**config.mk**
```make
export PLATFORM = sky130hd
export DESIGN_NAME = key_matrix_hold_repeat
export DESIGN_NICKNAME = d
export VERILOG_FILES = /design/src/kmhr_pkg.sv /design/src/kmhr_state_mem.sv /design/src/kmhr_update.sv /design/src/key_matrix_hold_repeat.sv
export SDC_FILE = /design/constraint.sdc
export NUM_CORES = 1
export LEC_CHECK = 0
export ABC_AREA = 1
export BUFFER_PORTS_ARGS = -buffer_cell sky130_fd_sc_hd__clkbuf_2
export CAP_MARGIN = 20
export CORE_AREA = 2 2 181 183
export DETAILED_ROUTE_END_ITERATION = 7
export DIE_AREA = 0 0 183 185
export PLACE_DENSITY = 0.8
export SLEW_MARGIN = 5
export SYNTH_ARGS = -nofsm -noshare
export SYNTH_HDL_FRONTEND = slang
export SYNTH_HIERARCHICAL = 1
export SYNTH_SLANG_ARGS = --single-unit
```
**constraint.sdc**
```tcl
create_clock -name aclk -period 5 [get_ports aclk]
set_clock_uncertainty 0.2 [all_clocks]
set_input_delay 0.5 -clock aclk [delete_from_list [all_inputs] [get_ports aclk]]
set_output_delay 0.5 -clock aclk [all_outputs]
set_load 0.05 [all_outputs]
```
**src/kmhr_pkg.sv**
```systemverilog
// Shared types, widths, register indexes and reset values for the key
// matrix hold/repeat block. No dependencies.
package kmhr_pkg;

    // Fixed field widths
    localparam int ROW_W      = 3;
    localparam int COL_W      = 2;
    localparam int CNT_W      = 12;
    localparam int STEP_W     = 4;
    localparam int MASK_BITS  = 20;
    localparam int MTH_W      = 9;
    localparam int CFG_IDX_W  = 2;
    localparam int CFG_DATA_W = 20;
    localparam int FLAT_W     = 8;

    // Default matrix size
    localparam int DEF_ROWS = 5;
    localparam int DEF_COLS = 4;

    // Configuration register indexes
    localparam logic [CFG_IDX_W-1:0] REG_LONG_HOLD = 2'd0;
    localparam logic [CFG_IDX_W-1:0] REG_REPEAT    = 2'd1;
    localparam logic [CFG_IDX_W-1:0] REG_MOD_MASK  = 2'd2;

    // Register reset values
    localparam logic [CNT_W-1:0]     LONG_RESET = 12'd500;
    localparam logic [STEP_W-1:0]    STEP_RESET = 4'd5;
    localparam logic [MASK_BITS-1:0] MASK_RESET = 20'd4096;
    localparam logic [MTH_W-1:0]     MTH_RESET  = 9'd50;

    // x/10 as (x * DIV10_MUL) >> DIV10_SHIFT, exact for 12-bit x
    localparam logic [CNT_W-1:0] DIV10_MUL   = 12'd3277;
    localparam int               DIV10_SHIFT = 15;

    // Per-key state entry
    typedef struct packed {
        logic             flag;
        logic [CNT_W-1:0] cnt;
    } entry_t;

    // Register set seen by the update logic
    typedef struct packed {
        logic [CNT_W-1:0]  long_hold;
        logic [MTH_W-1:0]  mod_thresh;
        logic [STEP_W-1:0] step;
    } cfg_t;

    // Status flags of one result
    typedef struct packed {
        logic report;
        logic released;
        logic long_hold;
    } res_t;

endpackage

```
**src/kmhr_state_mem.sv**
```systemverilog
// Per-key state memory: synchronous array with registered read,
// flip-flop valid bits for reset-to-zero, write-to-read forwarding.
// Depends on kmhr_pkg.
module kmhr_state_mem #(
    parameter int DEPTH = kmhr_pkg::DEF_ROWS * kmhr_pkg::DEF_COLS,
    parameter int IDX_W = 5
) (
    input  logic                 aclk,
    input  logic                 aresetn,
    input  logic                 rd_en,
    input  logic [IDX_W-1:0]     rd_addr,
    output kmhr_pkg::entry_t     rd_data,
    input  logic                 wr_en,
    input  logic [IDX_W-1:0]     wr_addr,
    input  kmhr_pkg::entry_t     wr_data
);

    kmhr_pkg::entry_t mem [DEPTH];
    logic [DEPTH-1:0] valid_reg;
    kmhr_pkg::entry_t rd_data_reg;

    // Storage array
    always_ff @(posedge aclk) begin
        if (wr_en) begin
            mem[wr_addr] <= wr_data;
        end
    end

    // Valid bits: entry never written reads as zero
    always_ff @(posedge aclk) begin
        if (!aresetn) begin
            valid_reg <= '0;
        end else if (wr_en) begin
            valid_reg[wr_addr] <= 1'b1;
        end
    end

    // Registered read, forwarding a same-edge write
    always_ff @(posedge aclk) begin
        if (rd_en) begin
            if (wr_en && (wr_addr == rd_addr)) begin
                rd_data_reg <= wr_data;
            end else if (valid_reg[rd_addr]) begin
                rd_data_reg <= mem[rd_addr];
            end else begin
                rd_data_reg <= '0;
            end
        end
    end

    assign rd_data = rd_data_reg;

endmodule

```
**src/kmhr_update.sv**
```systemverilog
// Next-state logic for one key: press, short hold, long hold, release.
// Depends on kmhr_pkg.
module kmhr_update (
    input  kmhr_pkg::entry_t cur,
    input  logic             pressed,
    input  logic             is_mod,
    input  kmhr_pkg::cfg_t   cfg,
    output kmhr_pkg::entry_t nxt,
    output kmhr_pkg::res_t   res
);

    logic [kmhr_pkg::CNT_W:0] inc;
    logic [kmhr_pkg::CNT_W:0] sum_raw;
    logic [kmhr_pkg::CNT_W:0] sum_wrap;
    logic [kmhr_pkg::CNT_W:0] long_ext;
    logic                     hold_hit;

    assign long_ext = {1'b0, cfg.long_hold};
    assign inc      = {1'b0, cur.cnt} + 13'd1;
    assign hold_hit = (is_mod && (inc >= {4'b0, cfg.mod_thresh})) || (inc >= long_ext);
    assign sum_raw  = {1'b0, cur.cnt} + {9'b0, cfg.step};
    assign sum_wrap = (sum_raw >= long_ext) ? (sum_raw - long_ext) : sum_raw;

    // Case selection
    always_comb begin
        nxt = cur;
        res = '0;
        if (!pressed) begin
            res.released = cur.flag || (cur.cnt != '0);
            nxt          = '0;
        end else if (cur.cnt == '0) begin
            // new press, or first tick after entering long hold
            res.report = 1'b1;
            nxt.cnt    = cur.flag ? {8'b0, cfg.step} : 12'd1;
        end else if (!cur.flag) begin
            // short hold: count toward threshold
            if (hold_hit) begin
                nxt.cnt  = '0;
                nxt.flag = 1'b1;
            end else begin
                nxt.cnt = inc[kmhr_pkg::CNT_W-1:0];
            end
        end else if (is_mod) begin
            // long-held modifier reports every tick
            nxt.cnt    = 12'd1;
            res.report = 1'b1;
        end else begin
            // long-held key: repeat counter wraps on modulus
            nxt.cnt = sum_wrap[kmhr_pkg::CNT_W-1:0];
        end
        res.long_hold = nxt.flag;
    end

endmodule

```
**src/key_matrix_hold_repeat.sv**
```systemverilog
// Top level of the key matrix hold/repeat block: config registers,
// two-stage read-modify-write pipeline and output register.
// Depends on kmhr_pkg, kmhr_state_mem, kmhr_update.
//
// Usage:
//   Input channel s_*: one sampled key per transfer (row, column, level).
//   Result channel m_*: exactly one result per input transfer, in order,
//   carrying the key position, report/release flags and long-hold flag.
//   Config channel cfg_*: always ready; index 0 long_hold_ticks,
//   1 repeat_step, 2 modifier_mask, other indexes ignored. Write only
//   while the block is idle.
// Path: an input transfer loads the stage 1 registers and the state read;
//   the result register loads when stage 1 advances and holds until taken.
// Throughput: one key per cycle while results are taken; per-key state
//   memory is read at the input transfer and written back as the key
//   moves to the result register; a same-key read then gets the write.
// Reset: all keys idle (counter zero, flag clear), registers at defaults.
// Stall: when the result register is full and m_ready is low, stage 1
//   still takes one key; once it is full too, s_ready drops. A taken
//   result frees the pipeline in the same cycle.
module key_matrix_hold_repeat #(
    parameter int ROWS = kmhr_pkg::DEF_ROWS,
    parameter int COLS = kmhr_pkg::DEF_COLS
) (
    input  logic                             aclk,
    input  logic                             aresetn,
    // input channel
    input  logic                             s_valid,
    output logic                             s_ready,
    input  logic [kmhr_pkg::ROW_W-1:0]       s_key_row,
    input  logic [kmhr_pkg::COL_W-1:0]       s_key_col,
    input  logic                             s_pressed,
    // result channel
    output logic                             m_valid,
    input  logic                             m_ready,
    output logic [kmhr_pkg::ROW_W-1:0]       m_out_row,
    output logic [kmhr_pkg::COL_W-1:0]       m_out_col,
    output logic                             m_report_key,
    output logic                             m_released,
    output logic                             m_in_long_hold,
    // configuration write channel
    input  logic                             cfg_valid,
    output logic                             cfg_ready,
    input  logic [kmhr_pkg::CFG_IDX_W-1:0]   cfg_index,
    input  logic [kmhr_pkg::CFG_DATA_W-1:0]  cfg_data
);

    localparam int NKEYS     = ROWS * COLS;
    localparam int KEY_IDX_W = (NKEYS > 1) ? $clog2(NKEYS) : 1;
    localparam logic [4:0] ROWS_L = 5'(ROWS);
    localparam logic [4:0] COLS_L = 5'(COLS);

    // Configuration registers
    logic [kmhr_pkg::CNT_W-1:0]     long_hold_reg;
    logic [kmhr_pkg::STEP_W-1:0]    step_reg;
    logic [kmhr_pkg::MASK_BITS-1:0] mask_reg;
    logic [kmhr_pkg::MTH_W-1:0]     mod_thresh_reg;
    logic [2*kmhr_pkg::CNT_W-1:0]   div_prod;
    logic                           cfg_we;

    assign cfg_ready = 1'b1;
    assign cfg_we    = cfg_valid && cfg_ready;
    assign div_prod  = {12'b0, cfg_data[kmhr_pkg::CNT_W-1:0]} * {12'b0, kmhr_pkg::DIV10_MUL};

    always_ff @(posedge aclk) begin
        if (!aresetn) begin
            long_hold_reg  <= kmhr_pkg::LONG_RESET;
            step_reg       <= kmhr_pkg::STEP_RESET;
            mask_reg       <= kmhr_pkg::MASK_RESET;
            mod_thresh_reg <= kmhr_pkg::MTH_RESET;
        end else if (cfg_we) begin
            case (cfg_index)
                kmhr_pkg::REG_LONG_HOLD: begin
                    long_hold_reg  <= cfg_data[kmhr_pkg::CNT_W-1:0];
                    mod_thresh_reg <= div_prod[kmhr_pkg::DIV10_SHIFT +: kmhr_pkg::MTH_W];
                end
                kmhr_pkg::REG_REPEAT: begin
                    step_reg <= cfg_data[kmhr_pkg::STEP_W-1:0];
                end
                kmhr_pkg::REG_MOD_MASK: begin
                    mask_reg <= cfg_data;
                end
                default: begin
                end
            endcase
        end
    end

    // Stage 0: decode key position
    logic                        s_xfer;
    logic                        in_matrix;
    logic [kmhr_pkg::FLAT_W-1:0] flat_idx;
    logic                        key_is_mod;

    assign in_matrix  = ({2'b0, s_key_row} < ROWS_L) && ({3'b0, s_key_col} < COLS_L);
    assign flat_idx   = 8'(s_key_row) * 8'(COLS) + 8'(s_key_col);
    assign key_is_mod = (flat_idx < 8'(kmhr_pkg::MASK_BITS))
                        && mask_reg[flat_idx[4:0]];

    // Stage 1 registers
    logic                          s1_valid_reg, s1_valid_next;
    logic [kmhr_pkg::ROW_W-1:0]    s1_row_reg;
    logic [kmhr_pkg::COL_W-1:0]    s1_col_reg;
    logic                          s1_pressed_reg;
    logic                          s1_in_mat_reg;
    logic                          s1_mod_reg;
    logic [KEY_IDX_W-1:0]          s1_idx_reg;
    logic                          s1_adv;

    // Output registers
    logic                          m_valid_reg, m_valid_next;
    logic [kmhr_pkg::ROW_W-1:0]    m_row_reg;
    logic [kmhr_pkg::COL_W-1:0]    m_col_reg;
    kmhr_pkg::res_t                m_res_reg;

    assign s1_adv  = s1_valid_reg && (!m_valid_reg || m_ready);
    assign s_ready = !s1_valid_reg || s1_adv;
    assign s_xfer  = s_valid && s_ready;

    // State memory and update
    kmhr_pkg::entry_t cur_entry;
    kmhr_pkg::entry_t nxt_entry;
    kmhr_pkg::res_t   upd_res;
    kmhr_pkg::cfg_t   cfg_bus;
    logic             mem_we;

    assign cfg_bus.long_hold  = long_hold_reg;
    assign cfg_bus.mod_thresh = mod_thresh_reg;
    assign cfg_bus.step       = step_reg;
    assign mem_we             = s1_adv && s1_in_mat_reg;

    kmhr_state_mem #(
        .DEPTH (NKEYS),
        .IDX_W (KEY_IDX_W)
    ) u_mem (
        .aclk    (aclk),
        .aresetn (aresetn),
        .rd_en   (s_xfer && in_matrix),
        .rd_addr (flat_idx[KEY_IDX_W-1:0]),
        .rd_data (cur_entry),
        .wr_en   (mem_we),
        .wr_addr (s1_idx_reg),
        .wr_data (nxt_entry)
    );

    kmhr_update u_upd (
        .cur     (cur_entry),
        .pressed (s1_pressed_reg),
        .is_mod  (s1_mod_reg),
        .cfg     (cfg_bus),
        .nxt     (nxt_entry),
        .res     (upd_res)
    );

    // Pipeline control
    always_comb begin
        s1_valid_next = s1_valid_reg;
        if (s_xfer) begin
            s1_valid_next = 1'b1;
        end else if (s1_adv) begin
            s1_valid_next = 1'b0;
        end
        m_valid_next = m_valid_reg;
        if (s1_adv) begin
            m_valid_next = 1'b1;
        end else if (m_ready) begin
            m_valid_next = 1'b0;
        end
    end

    always_ff @(posedge aclk) begin
        if (!aresetn) begin
            s1_valid_reg <= 1'b0;
            m_valid_reg  <= 1'b0;
        end else begin
            s1_valid_reg <= s1_valid_next;
            m_valid_reg  <= m_valid_next;
        end
    end

    // Stage 1 payload capture
    always_ff @(posedge aclk) begin
        if (s_xfer) begin
            s1_row_reg     <= s_key_row;
            s1_col_reg     <= s_key_col;
            s1_pressed_reg <= s_pressed;
            s1_in_mat_reg  <= in_matrix;
            s1_mod_reg     <= key_is_mod;
            s1_idx_reg     <= flat_idx[KEY_IDX_W-1:0];
        end
    end

    // Output payload capture; keys outside the matrix report nothing
    always_ff @(posedge aclk) begin
        if (s1_adv) begin
            m_row_reg <= s1_row_reg;
            m_col_reg <= s1_col_reg;
            m_res_reg <= s1_in_mat_reg ? upd_res : '0;
        end
    end

    assign m_valid        = m_valid_reg;
    assign m_out_row      = m_row_reg;
    assign m_out_col      = m_col_reg;
    assign m_report_key   = m_res_reg.report;
    assign m_released     = m_res_reg.released;
    assign m_in_long_hold = m_res_reg.long_hold;

    // Assertions
    a_stall_cause: assert property (@(posedge aclk) disable iff (!aresetn)
        !s_ready |-> (s1_valid_reg && m_valid_reg && !m_ready))
        else $error("input stalled without a blocked result");

    a_adv_fills_out: assert property (@(posedge aclk) disable iff (!aresetn)
        s1_adv |=> m_valid_reg)
        else $error("advanced item did not reach the result register");

    a_release_clean: assert property (@(posedge aclk) disable iff (!aresetn)
        (m_valid && m_released) |-> (!m_report_key && !m_in_long_hold))
        else $error("release result carries report or long-hold");

    a_outside_quiet: assert property (@(posedge aclk) disable iff (!aresetn)
        (m_valid && (({2'b0, m_out_row} >= ROWS_L) || ({3'b0, m_out_col} >= COLS_L)))
        |-> (!m_report_key && !m_released && !m_in_long_hold))
        else $error("key outside the matrix produced flags");

    a_mod_thresh: assert property (@(posedge aclk) disable iff (!aresetn)
        {3'b0, mod_thresh_reg} <= long_hold_reg)
        else $error("modifier threshold above long-hold threshold");

endmodule

```
==> flow_summary.yaml <==
grt:
  grt_pass1_wl_mm: 80.9
  grt_pass1_vias: 15300
  antenna_found_initial: 1
  track_usage: 0.311
  grt_max_degree: 162
  grt_remaining_overflow: 0
route:
  via_count: 15800
  first_iter_violations: 1784
  via_per_inst: 5.65
  wl_per_cell_um: 18.6
  route.detailed.drc: 0
  routed_wl_mm: 52.0
  ant_nets: 0
  dr.pass1.iters: 6
cells_and_area:
  regArea_um2: 10000
  final_common_cell: "nand2_1"
  fin_cells: 2800
  layout_common_cells: "nand2_1, inv_1, edfxtp_1"
  nNetsFinal: 2562
  drive_above_1_share: 0.0795
  area_growth_syn_to_layout_pct: 10.3
  multi_input_area_um2: 8290
  largest_reg_flops: 260
  fill_cells: 2414
  stdcell_area_um2: 22200
worst_setup_path:
  slowest_stage: "a21oi_2"
  cp_slowest_stage_delay_ns: 0.45
  rr_worst_depth: 23
  crit_path_frequent_cell: "nand2_1"
  critPathTopFamily: "simple AND/OR/NAND/NOR gates"
  worst_setup_path_end_kind: "flop"
  cp_max_fo: 17
  critPathBufInv: 5
  arrival_ns: 4.78
  reg2reg_from: "step_reg[0]"
  r2r-end: "u_mem/mem[3][6]"
  critical_path.cell_chain: "ha_1, inv_1, fa_1, o21ai_0, nand2_1, inv_1, nand2_1, nor2_1, xor2_1, inv_1, ha_1, nand2_1, nor2_1, nand3_1, nand2_1, nor2_1, nand3_2, nand2_4, inv_1, nand2_1, nand3_1, a21oi_2, buf_4"
  critical_path.startpoint_type: "flop"
  rrSetupSlack_ns: 0.40
  required_ns: 5.18
  path_class: "flop to flop"
synth:
  syn_inst: 2305
  yosysUniqueCellTypes: 44
  ys.flop_type: "edfxtp_1"
  synth_seq_area_share: 0.497
  syn_nets: 2503
  syn_area_per_cell_um2: 8.74
  synth_top_area_share: 0.431
  synth_top_cell_by_area: "edfxtp_1"
  synth_edf_count: 289
  synth_area_leaders: "edfxtp_1, nand2_1, ha_1, inv_1, dfxtp_1"
  synthArstFlopShare: 0
  netlist_area_um2: 20100
  yosysWarnings: 6
  ys_ff_latch: 356
pwr:
  p_total_mw: 8.33
  p_leak_nw: 10.3
  powerDensity_nw_per_um2: 375
  ir_drop_v: 0.000365
flow_run:
  drv_cap: 0
cts:
  clock_latency_ns: 0.54
  cts_root_buf: "clkbuf_16"
  tritoncts: "built"
  clk_transition_reported_paths_ns: 0.06
  htree_levels: 2
  cts_sinks: 356
  clk_path_buf_depth: 3
  cts_buffers: 36
  post-cts-setup-buffers: 0
sta:
  setup_violations: 0
  setup_tns_ns: 0
  worst_slew_pin_slew_ns: 1.11
  slew-limit-headroom: 0.262
  finalMaxSlewViolations: 0
  rsz0062_at_grt: "false"
  finalCritPeriodShare: 0.920
  hold_viol: 0
  holdWs_ns: 0.00162
  clock.fmax_mhz: 217
  min_period_ns: 4.60
floorplanning:
  core_area_um2: 32000
  start_util: 0.629
  die_w_um: 183
  pin_count: 44
  die_h_um: 185
  die_area_um2: 33900
  row_count: 66
min_path:
  min_from: "cfg_data[17]"
  min_to: "mask_reg[17]"
  hold_path_depth: 3
  hold_class: "input port to flop"
outcome:
  status: "complete, no violations"
placed_design:
  gp_congestion: 0.944
  dp.cells: 2730
  place_area_um2: 20900
  hpwl_mm: 35.7
  port_buffers: 42
[routing by layer]
metal / global-route usage / wire (um) / share of wire / up-vias
li1: - / - / - / 7548
met1: 0.432 / 21500 / 0.41 / 7412
met3: 0.0450 / 4650 / 0.089 / 118
met2: 0.512 / 24400 / 0.47 / 732
met4: 0.0915 / 1470 / 0.028 / 0
met5: 0 / 0 / 0 / -
[final cells by class]
type                       count  area share
antenna                        1    0.000113
clock buffer                  46      0.0450
clock inverter                19     0.00997
inverter                     384      0.0651
multi-input combinational   1487       0.373
sequential                   356       0.451
tap                          408      0.0230
timing repair buffer          99      0.0327
[report_power, final]
group	switching (mW)	internal, mW
combinational	1.49	0.757
sequential	0.0330	3.27
clock	1.14	1.63
[what timing repair did]
item,CTS,global route
gates resized for setup,0,1
hold buffers,4,0
setup endpoints to repair,0,13
endpoints found under the hold margin,4,0
[logic make-up after synthesis]
group / Yosys count / share of synthesized area
and+or+nand+nor: 1108 / 0.230
other: 1 / 0.000186
AOI/OAI and AO/OA: 184 / 0.0503
adders and majority gates: 165 / 0.117
DFF: 356 / 0.497
buffers and inverters: 462 / 0.0924
xor gates and xnor gates: 29 / 0.0126
[synth_stat cells (all sizes together) (4+ instances only)]
cell type  instances
a21oi             64
a31oi              5
buf               58
clkbuf            20
dfxtp             67
edfxtp           289
fa                39
ha               126
inv              382
nand2            582
nand3            243
nand4              9
nor2             252
nor3              16
o211ai             4
o21ai             83
o21bai             4
o22ai             17
xnor2              4
xor2              25
[per-stage QoR]
stage           util  setup WS [ns]
6_report       0.693          0.398
5_1_grt        0.693         0.0660
4_1_cts        0.693          0.319
3_5_place_dp   0.654          0.131
3_3_place_gp   0.654          0.207
2_1_floorplan      -          0.602
[worst min-delay path, delay by kind of cell]
family,cells,cell delay (ns)
AND/OR/NAND/NOR,2,0.11
buffers and inverters,1,0.08
[how the worst max path moves through the flow]
stage / startpoint / endpoint / cells past startpoint
2_1_floorplan: cfg_data[7] / mod_thresh_reg[8] / 20
3_3_place_gp: cfg_data[7] / mod_thresh_reg[8] / 21
3_5_place_dp: cfg_data[7] / mod_thresh_reg[8] / 21
4_1_cts: step_reg[0] / u_mem/mem[16][3] / 23
5_1_grt: step_reg[0] / u_mem/mem[2][6] / 23
6_report: step_reg[0] / u_mem/mem[3][6] / 23
No activity file was read; power rests on OpenSTA's default activity.
